===== config.mk =====
export PLATFORM = sky130hd
export DESIGN_NAME = pesw_ctrl
export DESIGN_NICKNAME = d
export VERILOG_FILES = /design/src/pesw_pkg.sv /design/src/pesw_ctrl.sv
export SDC_FILE = /design/constraint.sdc
export NUM_CORES = 1
export LEC_CHECK = 0
export ABC_AREA = 1
export ABC_CLOCK_PERIOD_IN_PS = 2050
export BUFFER_PORTS_ARGS = -buffer_cell sky130_fd_sc_hd__buf_2
export CORE_AREA = 2 2 39 41
export DETAILED_ROUTE_END_ITERATION = 6
export DIE_AREA = 0 0 41 43
export GPL_ROUTABILITY_DRIVEN = 0
export GPL_TIMING_DRIVEN = 0
export PLACE_DENSITY_LB_ADDON = 0.1
export SYNTH_ARGS = -nofsm -noshare
export SYNTH_HDL_FRONTEND = slang
export SYNTH_SLANG_ARGS = --single-unit

===== constraint.sdc =====
create_clock -name clk_i -period 2.05 [get_ports clk_i]
set_clock_uncertainty 0.05 [all_clocks]
set_input_delay 0.5125 -clock clk_i [delete_from_list [all_inputs] [get_ports clk_i]]
set_output_delay 0.5125 -clock clk_i [all_outputs]
set_load 0.05 [all_outputs]

===== src/pesw_pkg.sv =====
// Shared widths, constants and control/status types for the edge span walker.
`timescale 1ns / 1ps

package pesw_pkg;

  localparam int unsigned X_W       = 12;
  localparam int unsigned Y_W       = 9;
  localparam int unsigned FRAC_W    = 16;
  localparam int unsigned ACC_W     = X_W + FRAC_W;
  localparam int unsigned ROWS      = 512;
  localparam int unsigned ADDR_W    = $clog2(ROWS);
  localparam int unsigned DIV_CNT_W = $clog2(ACC_W);

  localparam logic [FRAC_W-1:0] CEIL_BIAS = FRAC_W'((1 << FRAC_W) - 1);

  typedef struct packed {
    logic load;       // capture an accepted item
    logic div_step;   // one restoring-division step
    logic walk_step;  // store one row and advance x
    logic rd_en;      // read both tables at the held row
    logic out_load;   // fill the result register
  } pesw_cmd_t;

  typedef struct packed {
    logic in_read;    // item on the input port is a read
    logic in_flat;    // item on the input port is a horizontal edge
    logic held_read;  // item being worked on is a read
    logic div_last;   // final quotient bit is being produced
    logic walk_last;  // current row is the last one of the edge
  } pesw_status_t;

endpackage


===== src/pesw_ctrl.sv =====
// Controller state machine for the edge span walker.
`timescale 1ns / 1ps

module pesw_ctrl (
  input  logic                  clk_i,
  input  logic                  rst_ni,
  input  logic                  in_valid_i,
  output logic                  in_ready_o,
  output logic                  out_valid_o,
  input  logic                  out_ready_i,
  input  pesw_pkg::pesw_status_t status_i,
  output pesw_pkg::pesw_cmd_t    cmd_o
);

  typedef enum logic [2:0] {
    ST_IDLE,
    ST_DIV,
    ST_WALK,
    ST_READ,
    ST_DONE
  } state_e;

  state_e state_q, state_d;
  logic   out_valid_q, out_valid_d;
  logic   out_free;

  assign out_free    = !out_valid_q || out_ready_i;
  assign in_ready_o  = (state_q == ST_IDLE);
  assign out_valid_o = out_valid_q;

  always_comb begin
    state_d     = state_q;
    out_valid_d = out_valid_q && !out_ready_i;
    cmd_o       = '0;
    unique case (state_q)
      ST_IDLE: begin
        if (in_valid_i) begin
          cmd_o.load = 1'b1;
          if (status_i.in_read) begin
            state_d = ST_READ;
          end else if (status_i.in_flat) begin
            state_d = ST_DONE;
          end else begin
            state_d = ST_DIV;
          end
        end
      end
      ST_DIV: begin
        cmd_o.div_step = 1'b1;
        if (status_i.div_last) begin
          state_d = ST_WALK;
        end
      end
      ST_WALK: begin
        cmd_o.walk_step = 1'b1;
        if (status_i.walk_last) begin
          state_d = ST_DONE;
        end
      end
      ST_READ: begin
        cmd_o.rd_en = 1'b1;
        state_d     = ST_DONE;
      end
      ST_DONE: begin
        if (out_free) begin
          cmd_o.out_load = 1'b1;
          out_valid_d    = 1'b1;
          state_d        = ST_IDLE;
        end
      end
      default: begin
        state_d = ST_IDLE;
      end
    endcase
  end

  always_ff @(posedge clk_i or negedge rst_ni) begin
    if (!rst_ni) begin
      state_q     <= ST_IDLE;
      out_valid_q <= 1'b0;
    end else begin
      state_q     <= state_d;
      out_valid_q <= out_valid_d;
    end
  end

endmodule


### Word-level counts from Yosys, hierarchy flattened

Cells that the tools add are included.

* flip-flop bits (word level): 4
* input port bits: 9
* logic and storage cells: 32

* equal/unequal tests: 8
* muxes and demuxes: 16
* reductions and logical operators: 6

Operators by type and width (number)
* $mux W3: 6
* $pmux W3 S5: 1
* $mux W1: 9
* $ne A2 B2 Y1 const B: 4
* $eq A3 B2 Y1 const B: 2
* $reduce_and A4 Y1: 1
* $eq A3 B1 Y1 const B: 1
* $eq A3 B3 Y1 const B: 1
* $logic_not A3 Y1: 1
* $logic_not A1 Y1: 2
* $logic_and A1 B1 Y1: 1
* $logic_or A1 B1 Y1: 1

### Logic depth before layout (Yosys ltp)

Gate-level depths: netlist of run 1.

* depth in word-level cells: 4
* mapped depth: 7
* depth with buffers taken out: 7

### Worst setup path before layout of run 1

Ideal clock, no wire load.

* path kind: register -> output
* start: register state_q[2]
* end: output cmd_o[3] (netlist name)
* arrival time: 1.533 ns
* required time: 1.487 ns
* path slack: -0.046 ns
* stages on the path, launching flop included: 2
* path buffers: 0
* path through: dfrtp_1 > nor3_1

RTL lines
* from (decl): line pesw_ctrl.sv:23 `state_e state_q, state_d;`
* from (signal assigned): line pesw_ctrl.sv:82 `state_q <= state_d;`
* to (decl): line pesw_ctrl.sv:12 `output pesw_pkg::pesw_cmd_t cmd_o`

==> summary.txt, run 1 <==
Outcome
  – Status: finished, final reports clean

Floorplan
  – Core ar.: approximately 0.0014 mm2
  – Die span in x: between 40 and 50 um
  – Initial Util: between 10% and 20%
  – Core Rows: 14
  – Die height: 43 um
  – Die footprint: between 0.0015 and 0.002 mm2
  – Ports: 16

Clock tree
  – Bufs on Longest Clock Path: 2
  – CTS tree: yes
  – Num Clock Sinks: 4
  – CTS H-tree depth: 1
  – Hold buffers post-CTS: 0
  – CTS root buf: clkbuf_4
  – # Post-CTS Setup Buffers: 0
  – Worst-path clk slew: around 40 ps
  – Worst-Skew Late Latency: between 200 and 250 ps
  – CTS buffer count: 3
  – CTS resizes: 0

Place
  – Dpl cell area: roughly 360 um2
  – DP Wirelength: 551 um
  – Worst slack at placement: approximately 380 ps
  – Port bufs: 14
  – Inst Count DP: just over 70

Synth
  – Dominant cells by area after synthesis: dfrtp_1, nand2_1, inv_1
  – Syn avg cell area: around 6.3 um2
  – Adder-cell share of the synthesized area: 0%
  – Main flop type after synthesis: dfrtp_1
  – Synth Area in Compound Gates: between 8 and 9%
  – Mux contribution to synthesized area: 0%
  – Netlist cell types: 12
  – Syn Inst Count: 42
  – Top cells by count, synth: nand2_1, inv_1, nor2_1
  – Seq cells post-synth: 4
  – Post-synth EDFFs: 0
  – Leading area contributor after synthesis: dfrtp_1
  – Most frequent cell after synthesis: nand2_1
  – Synth Area in Simple Gates: ~40%
  – Largest family of logic cells by synthesized area: simple AND/OR/NAND/NOR gates
  – Top-area cell type share of the netlist area: approximately 38%
  – Async SR Flop Fraction: 100%
  – Syn Nets: between 50 and 60
  – Yosys Warn Count: 0
  – Seq/Total Area, Yosys: a little under two fifths
  – Post-Synth XOR/XNOR Area: 0%
  – Synthesized area: 265 um2

Setup path
  – Crit-path cells: nor2_2, nand2_1, nor2_1, clkbuf_4
  – Arrival time worst endpoint: ~1300 ps
  – Reg2Reg Depth: 5
  – Reg2reg start: state_q[1]
  – Worst r2r dst: state_q[2]
  – CP required: between 1000 and 1500 ps
  – Top delay family on crit path: simple AND/OR/NAND/NOR gates
  – Slowest stage cell, crit path: dfrtp_1
  – CP peak stage delay: approximately 420 ps
  – Crit path buf inv count: 1
  – Crit start category: flip-flop
  – Worst-path fanout max: 4
  – CP Capture Type: primary output
  – Worst reg-to-reg setup slack: approximately 900 ps
  – Setup CP Type: flip-flop to primary output

Finish
  – Area Overhead vs Synth: 45.3%
  – Layout cells sized above 1: 40.7%
  – Final Instance Area: about 390 um2
  – Final nets: 70
  – Sequential Area: 100 um2
  – Fillers: ~170
  – Multi-input gate area: between 100 and 150 um2
  – Diodes inserted: 0
  – Fin cells: 75

Timing
  – RSZ-0062 raised after global routing: false
  – Tmin final: approximately 1900 ps
  – Setup TNS: 0 ps
  – Final setup viols: 0
  – Period utilization: 91.8%
  – Fin. Hold Viols: 0
  – Final worst slack: 168 ps
  – Max-slew headroom: ~82%
  – Worst-margin pin slew: roughly 260 ps
  – Fin. max-slew vios: 0
  – Fmax: 531 MHz

Global routing
  – First-pass GRT wire length: roughly 1200 um
  – Vias in the first global route: ~290
  – Initial antenna violation count: 0
  – Largest net degree at the start of global routing: 7
  – Total track usage: 9.63%
  – Grt total ovfl: 0

Job
  – Max-Cap Viols: 0

Pwr
  – PwrDens: 1860 mW/mm2
  – Total power: just over 0.7 mW
  – VDD IR max: 534 uV
  – Leakage Power: 0.242 nW

Drt
  – Initial DRC count: 1
  – Post-Route WL: 655 um
  – Drt wl/cell: between 8 and 9 um
  – Vias: 292
  – DRC Markers: 0
  – Post-route ant nets: 0
  – Pre-Repair DR Iteration Count: 2
  – Vias per Instance: between 3 and 4

Worst hold path
  – Hold Crit Class: input port to async pin
[report_power, final]
group	internal (mW)	total, mW	switching (mW)
combinational	0.112	0.457	0.345
sequential	0.114	0.161	0.0464
clock	0.0656	0.0991	0.0335
[cells by family after synthesis]
logic type,count (synthesis)
compound gates,4
buf+inv,10
flops,4
simple gates,24
[layout by cell type, fill, tap and decap left out]
| master | synthesis | final |
|---|---|---|
| a211oi_1 | 1 | 1 |
| a21oi_1 | 1 | 1 |
| buf_2 | 0 | 13 |
| clkbuf_4 | 0 | 4 |
| dfrtp_1 | 4 | 4 |
| inv_1 | 7 | 7 |
| inv_2 | 3 | 3 |
| nand2_1 | 11 | 11 |
| nand3_1 | 3 | 3 |
| nand4_1 | 1 | 1 |
| nor2_1 | 5 | 5 |
| nor2_2 | 3 | 3 |
| nor3_2 | 0 | 1 |
| o21ai_0 | 2 | 2 |
[metal layers]
metal,up-vias,GRT usage [%],share of wire [%]
met2,11,12.8,47
met1,119,12.8,45
li1,162,-,-
met4,0,6.00,0
met5,-,0,0
met3,0,3.14,7.5
[worst max path at each step]
stage / start / to / slack (ps) / cells after the start
2_1_floorplan: out_valid_o / cmd_o[0] / 110 / 3
3_3_place_gp: state_q[1] / cmd_o[4] / 380 / 4
3_5_place_dp: state_q[1] / cmd_o[4] / 380 / 4
4_1_cts: state_q[1] / cmd_o[4] / 120 / 4
5_1_grt: state_q[1] / cmd_o[4] / 30 / 4
6_report: state_q[1] / cmd_o[4] / 170 / 4
[per-stage QoR]
stage	util [%]	hold WS, ps
after global routing	27.8	12.7
after global placement	26.0	271
after CTS	27.7	8.42
after floorplan	-	167
after detailed placement	26.0	271
final	27.8	20.0
[layout make-up]
cell class                 instances  share of cell area, %
clock buffer                       3                   5.84
inverter                          10                   9.74
multi-input combinational         28                   34.4
sequential                         4                   26.0
tap                               16                   5.19
timing repair buffer              14                   18.8
[sequential cells by signal (all words and copies together), names as in the netlist]
name	flops
state_q	3
out_valid_o	1
(Power assumes the default switching activity.)
==> run 2, diff against run 1 <==
Settings changed: SETUP_SLACK_MARGIN set to 0.5.
==> summary.txt, run 2 (synthesis gave the netlist of run 1 again) <==
Timing
  – Period utilization: a little over four fifths
  – Final setup viols: 0
  – Worst-margin pin slew: around 250 ps
  – Fmax: between 500 and 600 MHz
  – Max-slew headroom: a little over four fifths
  – Tmin final: around 1700 ps
  – Fin. Hold Viols: 0
  – Worst hold slack: roughly 16 ps
  – Setup TNS: 0 ps
  – RSZ-0062 raised after global routing: true
  – Fin. max-slew vios: 0
  – Final worst slack: 324 ps

Finish
  – Area Overhead vs Synth: 107%
  – Fillers: 147
  – Max reg flops: 3
  – Commonest non-fill, non-tap cells in the layout: nand2_1, buf_4, buf_2
  – Largest reg by FF count: state_q
  – Layout cells sized above 1: around two thirds
  – Final Instance Area: between 500 and 600 um2
  – Final nets: 79
  – Diodes inserted: 0

Setup path
  – Crit start category: flip-flop
  – Reg2Reg Depth: 9
  – Crit path buf inv count: 1
  – CP Capture Type: primary output
  – CP required: roughly 1500 ps
  – Slowest stage cell, crit path: dfrtp_2
  – Crit-path cells: nor2_4, nand2_2, nor2_4, buf_6
  – Worst r2r dst: state_q[1]
  – Reg2reg start: state_q[1]
  – Setup CP Type: flip-flop to primary output
  – Worst reg-to-reg setup slack: a little over 700 ps
  – CP peak stage delay: approximately 430 ps
  – Crit path top cell by count: nor2_4
  – Top delay family on crit path: flip-flops
  – Worst-path fanout max: 3
  – Arrival time worst endpoint: roughly 1200 ps

Drt
  – Post-route ant nets: 0
  – Drt wl/cell: 8.93 um
  – Vias: 346
  – Post-Route WL: between 700 and 800 um
  – Pre-Repair DR Iteration Count: 4
  – Vias per Instance: roughly 4.1
  – DRC Markers: 0
  – Initial DRC count: 2

Clock tree
  – CTS buffer count: 3
  – CTS root buf: clkbuf_4
  – Worst-path clk slew: 50 ps
  – CTS tree: yes
  – Bufs on Longest Clock Path: 2
  – CTS H-tree depth: 1
  – Num Clock Sinks: 4
  – Hold buffers post-CTS: 0
  – Worst-Skew Late Latency: 240 ps

Global routing
  – Met3 Track Usage GR: 0%
  – Initial antenna violation count: 0
  – Vias in the first global route: between 300 and 400
  – First-pass GRT wire length: roughly 1200 um
  – M2 GR Usage: ~15%
  – Met1 GRT Util: roughly 14%
  – Grt total ovfl: 0
  – Total track usage: between 10 and 15%
  – Largest net degree at the start of global routing: 7
  – Most used routing layer: met2

Floorplan
  – Ports: 16
  – Die span in x: ~41 um
  – Core ar.: between 0.001 and 0.0015 mm2
  – Die footprint: 0.00176 mm2
  – Initial Util: roughly a fifth
  – Die height: 43 um
  – Core Rows: 14

Place
  – Worst slack at placement: 366 ps
  – Port bufs: 14
  – Dpl cell area: slightly below 400 um2
  – DP Wirelength: around 530 um

Job
  – Max-Cap Viols: 0

Pwr
  – Leakage Power: approximately 0.29 nW
  – VDD IR max: about 560 uV
  – PwrDens: 1870 mW/mm2

Worst hold path
  – Hold Crit Class: input port to async pin

Outcome
  – Status: finished, final reports clean
-- run 2: how the worst max path moves through the flow --
stage          startpoint       end  slack (ps)  cells past startpoint
3_5_place_dp   state_q[1]  cmd_o[4]         370                      4
5_1_grt        state_q[1]  cmd_o[0]         260                      4
4_1_cts        state_q[0]  cmd_o[0]         300                      4
6_report       state_q[1]  cmd_o[0]         320                      4
2_1_floorplan  state_q[2]  cmd_o[3]         370                      1
3_3_place_gp   state_q[1]  cmd_o[4]         330                      4
-- run 2: what timing repair did --
item,in CTS,in global routing
setup buffers,5,4
resized for setup,21,3
pin swaps,2,1
endpoints found under the setup margin,6,6
-- run 2: cell type report --
cell class / count / area, um2 / area share [%]
timing repair buffer: 23 / 183 / 33.3
sequential: 4 / 105 / 19.1
multi-input combinational: 28 / 178 / 32.3
inverter: 10 / 37.5 / 6.83
clock buffer: 4 / 26.3 / 4.78
tap: 16 / 20.0 / 3.64
-- run 2: power by group --
| group | total, mW | internal (mW) | switching [mW] |
|---|---|---|---|
| registers | 0.173 | 0.121 | 0.0525 |
| clock network | 0.113 | 0.0735 | 0.0396 |
| logic | 0.739 | 0.307 | 0.432 |
-- run 2: per-stage QoR --
| stage | std cells | utilization, % | power (mW) |
|---|---|---|---|
| detailed placement | 72 | 27.9 | 0.655 |
| global route | 85 | 39.7 | 1.10 |
| CTS | 81 | 37.0 | 0.947 |
| global placement | 72 | 27.9 | 0.662 |
| floorplan | 42 | - | 0.555 |
| finish | 85 | 39.7 | 1.03 |
-- run 2: per-layer routing --
layer  vias to the layer above  routed length (um)
met5                         -                   0
met4                         0                  15
met3                         2                  22
met2                         8                 407
met1                       155                 313
li1                        181                   -
==> run 3, diff against run 2 <==
Settings changed: ABC_CLOCK_PERIOD_IN_PS 2050 to 1700.
Clock period 2.05 ns to 1.7 ns, I/O delays scaled along.
==> summary.txt, run 3 (synthesis gave the netlist of run 1 again) <==
Drt
  – Initial DRC count: 1
  – DRC Markers: 0
  – Post-route ant nets: 0
  – Post-Route WL: between 700 and 800 um
  – Drt wl/cell: 9.18 um
  – Pre-Repair DR Iteration Count: 2
  – Vias per Instance: 4.08
  – Vias: roughly 340

Setup path
  – Reg2reg start: state_q[0]
  – Arrival time worst endpoint: 1180 ps
  – Crit path to: cmd_o[4]
  – Worst-path fanout max: 3
  – Setup CP Type: flip-flop to primary output
  – CP Capture Type: primary output
  – Reg2Reg Depth: 7
  – CP required: between 1000 and 1500 ps
  – Worst r2r dst: state_q[0]
  – Worst reg-to-reg setup slack: around 410 ps
  – Crit start category: flip-flop
  – Crit path from: state_q[0]

Worst hold path
  – Hold Crit Class: input port to flip-flop

Clock tree
  – Worst-Skew Late Latency: around 230 ps
  – CTS H-tree depth: 1
  – CTS buffer count: 3
  – Worst-path clk slew: 40 ps
  – Num Clock Sinks: 4
  – CTS tree: yes
  – CTS root buf: clkbuf_4
  – Bufs on Longest Clock Path: 2

Global routing
  – Grt total ovfl: 0
  – Vias in the first global route: ~340
  – Largest net degree at the start of global routing: 7
  – Total track usage: ~11%
  – First-pass GRT wire length: ~1300 um
  – Initial antenna violation count: 0

Pwr
  – Leakage Power: between 0.2 and 0.3 nW
  – VDD IR max: 749 uV
  – PwrDens: approximately 2200 mW/mm2

Floorplan
  – Die footprint: 0.00176 mm2
  – Initial Util: 19.2%
  – Ports: 16
  – Core ar.: about 0.0014 mm2
  – Die height: about 43 um
  – Core Rows: 14
  – Die span in x: between 40 and 50 um

Timing
  – Tmin final: between 1500 and 2000 ps
  – Fin. Hold Viols: 0
  – Period utilization: just under 100%
  – Worst-margin pin slew: about 200 ps
  – RSZ-0062 raised after global routing: true
  – Max-slew headroom: 86.6%
  – Final setup viols: 0
  – Fin. max-slew vios: 0
  – Final worst slack: ~43 ps
  – Fmax: around 600 MHz
  – Worst hold slack: just under 400 ps

Finish
  – Largest reg by FF count: state_q
  – Most common cell after layout, fill and taps aside: nand2_1
  – Post-layout util: between 40% and 50%
  – Diodes inserted: 0
  – Max reg flops: 3
  – Final nets: slightly below 80
  – Commonest non-fill, non-tap cells in the layout: nand2_1, nor2_4, buf_2, buf_4, buf_8
  – Final Instance Area: just over 600 um2
  – Layout cells sized above 1: a little over two thirds
  – Area Overhead vs Synth: 128%

Place
  – DP Wirelength: around 560 um
  – Worst slack at placement: 141 ps
  – Dpl cell area: 428 um2
  – Port bufs: 14

Outcome
  – Status: finished, final reports clean

Job
  – Max-Cap Viols: 0
## run 3: cell count changes in the layout (fill, tap and decap cells not counted), moves of 2 or more
cell	previous run	this run
inv_2	5	3
buf_4	9	7
buf_8	2	5
inv_4	0	2
nor2_4	5	7
## run 3: final cells by class
type,count,area [um2]
sequential,4,105
multi-input combinational,28,204
inverter,10,46.3
clock buffer,3,22.5
fill,147,779
timing repair buffer,23,206
tap,16,20.0
## run 3: how the worst min path moves through the flow
stage	startpoint	to	slack, ps	cells past startpoint
global route	out_ready_i	out_valid_o	390	2
floorplan	rst_ni	out_valid_o	80	0
detailed placement	rst_ni	out_valid_o	190	1
finish	out_ready_i	out_valid_o	390	2
CTS	out_ready_i	out_valid_o	370	2
global placement	rst_ni	state_q[1]	190	1
## run 3: repair_timing
| action | in CTS | in global routing |
|---|---|---|
| hold buffers | 1 | 0 |
| buffers inserted | 4 | 4 |
| hold endpoints to repair | 4 | 0 |
| pin swaps | 8 | 3 |
| gates resized for setup | 17 | 9 |
| endpoints found under the setup margin | 7 | 10 |
## run 3: stage by stage
stage | total power [mW] | instances | setup TNS (ps)
final | 1.32 | 84 | 0
after global routing | 1.41 | 84 | -18.7
after CTS | 1.21 | 80 | 0
after detailed placement | 0.896 | 72 | 0
after global placement | 0.899 | 72 | 0
after floorplan | 0.775 | 42 | 0
## run 3: critical path, cell delays in order (launching register included)
cell     delay (ps)
dfrtp_2         440
nor2_4          180
nand2_4          90
nor2_4          100
buf_8           150
## run 3: metal layers
metal | global-route usage [%] | wire [um] | vias up | part of all wire, %
met4 | 12.0 | 19 | 0 | 2.5
met3 | 1.57 | 33 | 2 | 4.3
met2 | 15.0 | 405 | 10 | 53
met5 | 0 | 0 | - | 0
met1 | 13.5 | 313 | 149 | 41
li1 | - | - | 182 | -
## run 3: power breakdown
group          switching, mW  internal [mW]  leakage (nW)
clock network         0.0363         0.0788        0.0138
registers             0.0790          0.146        0.0463
logic                  0.560          0.422         0.237
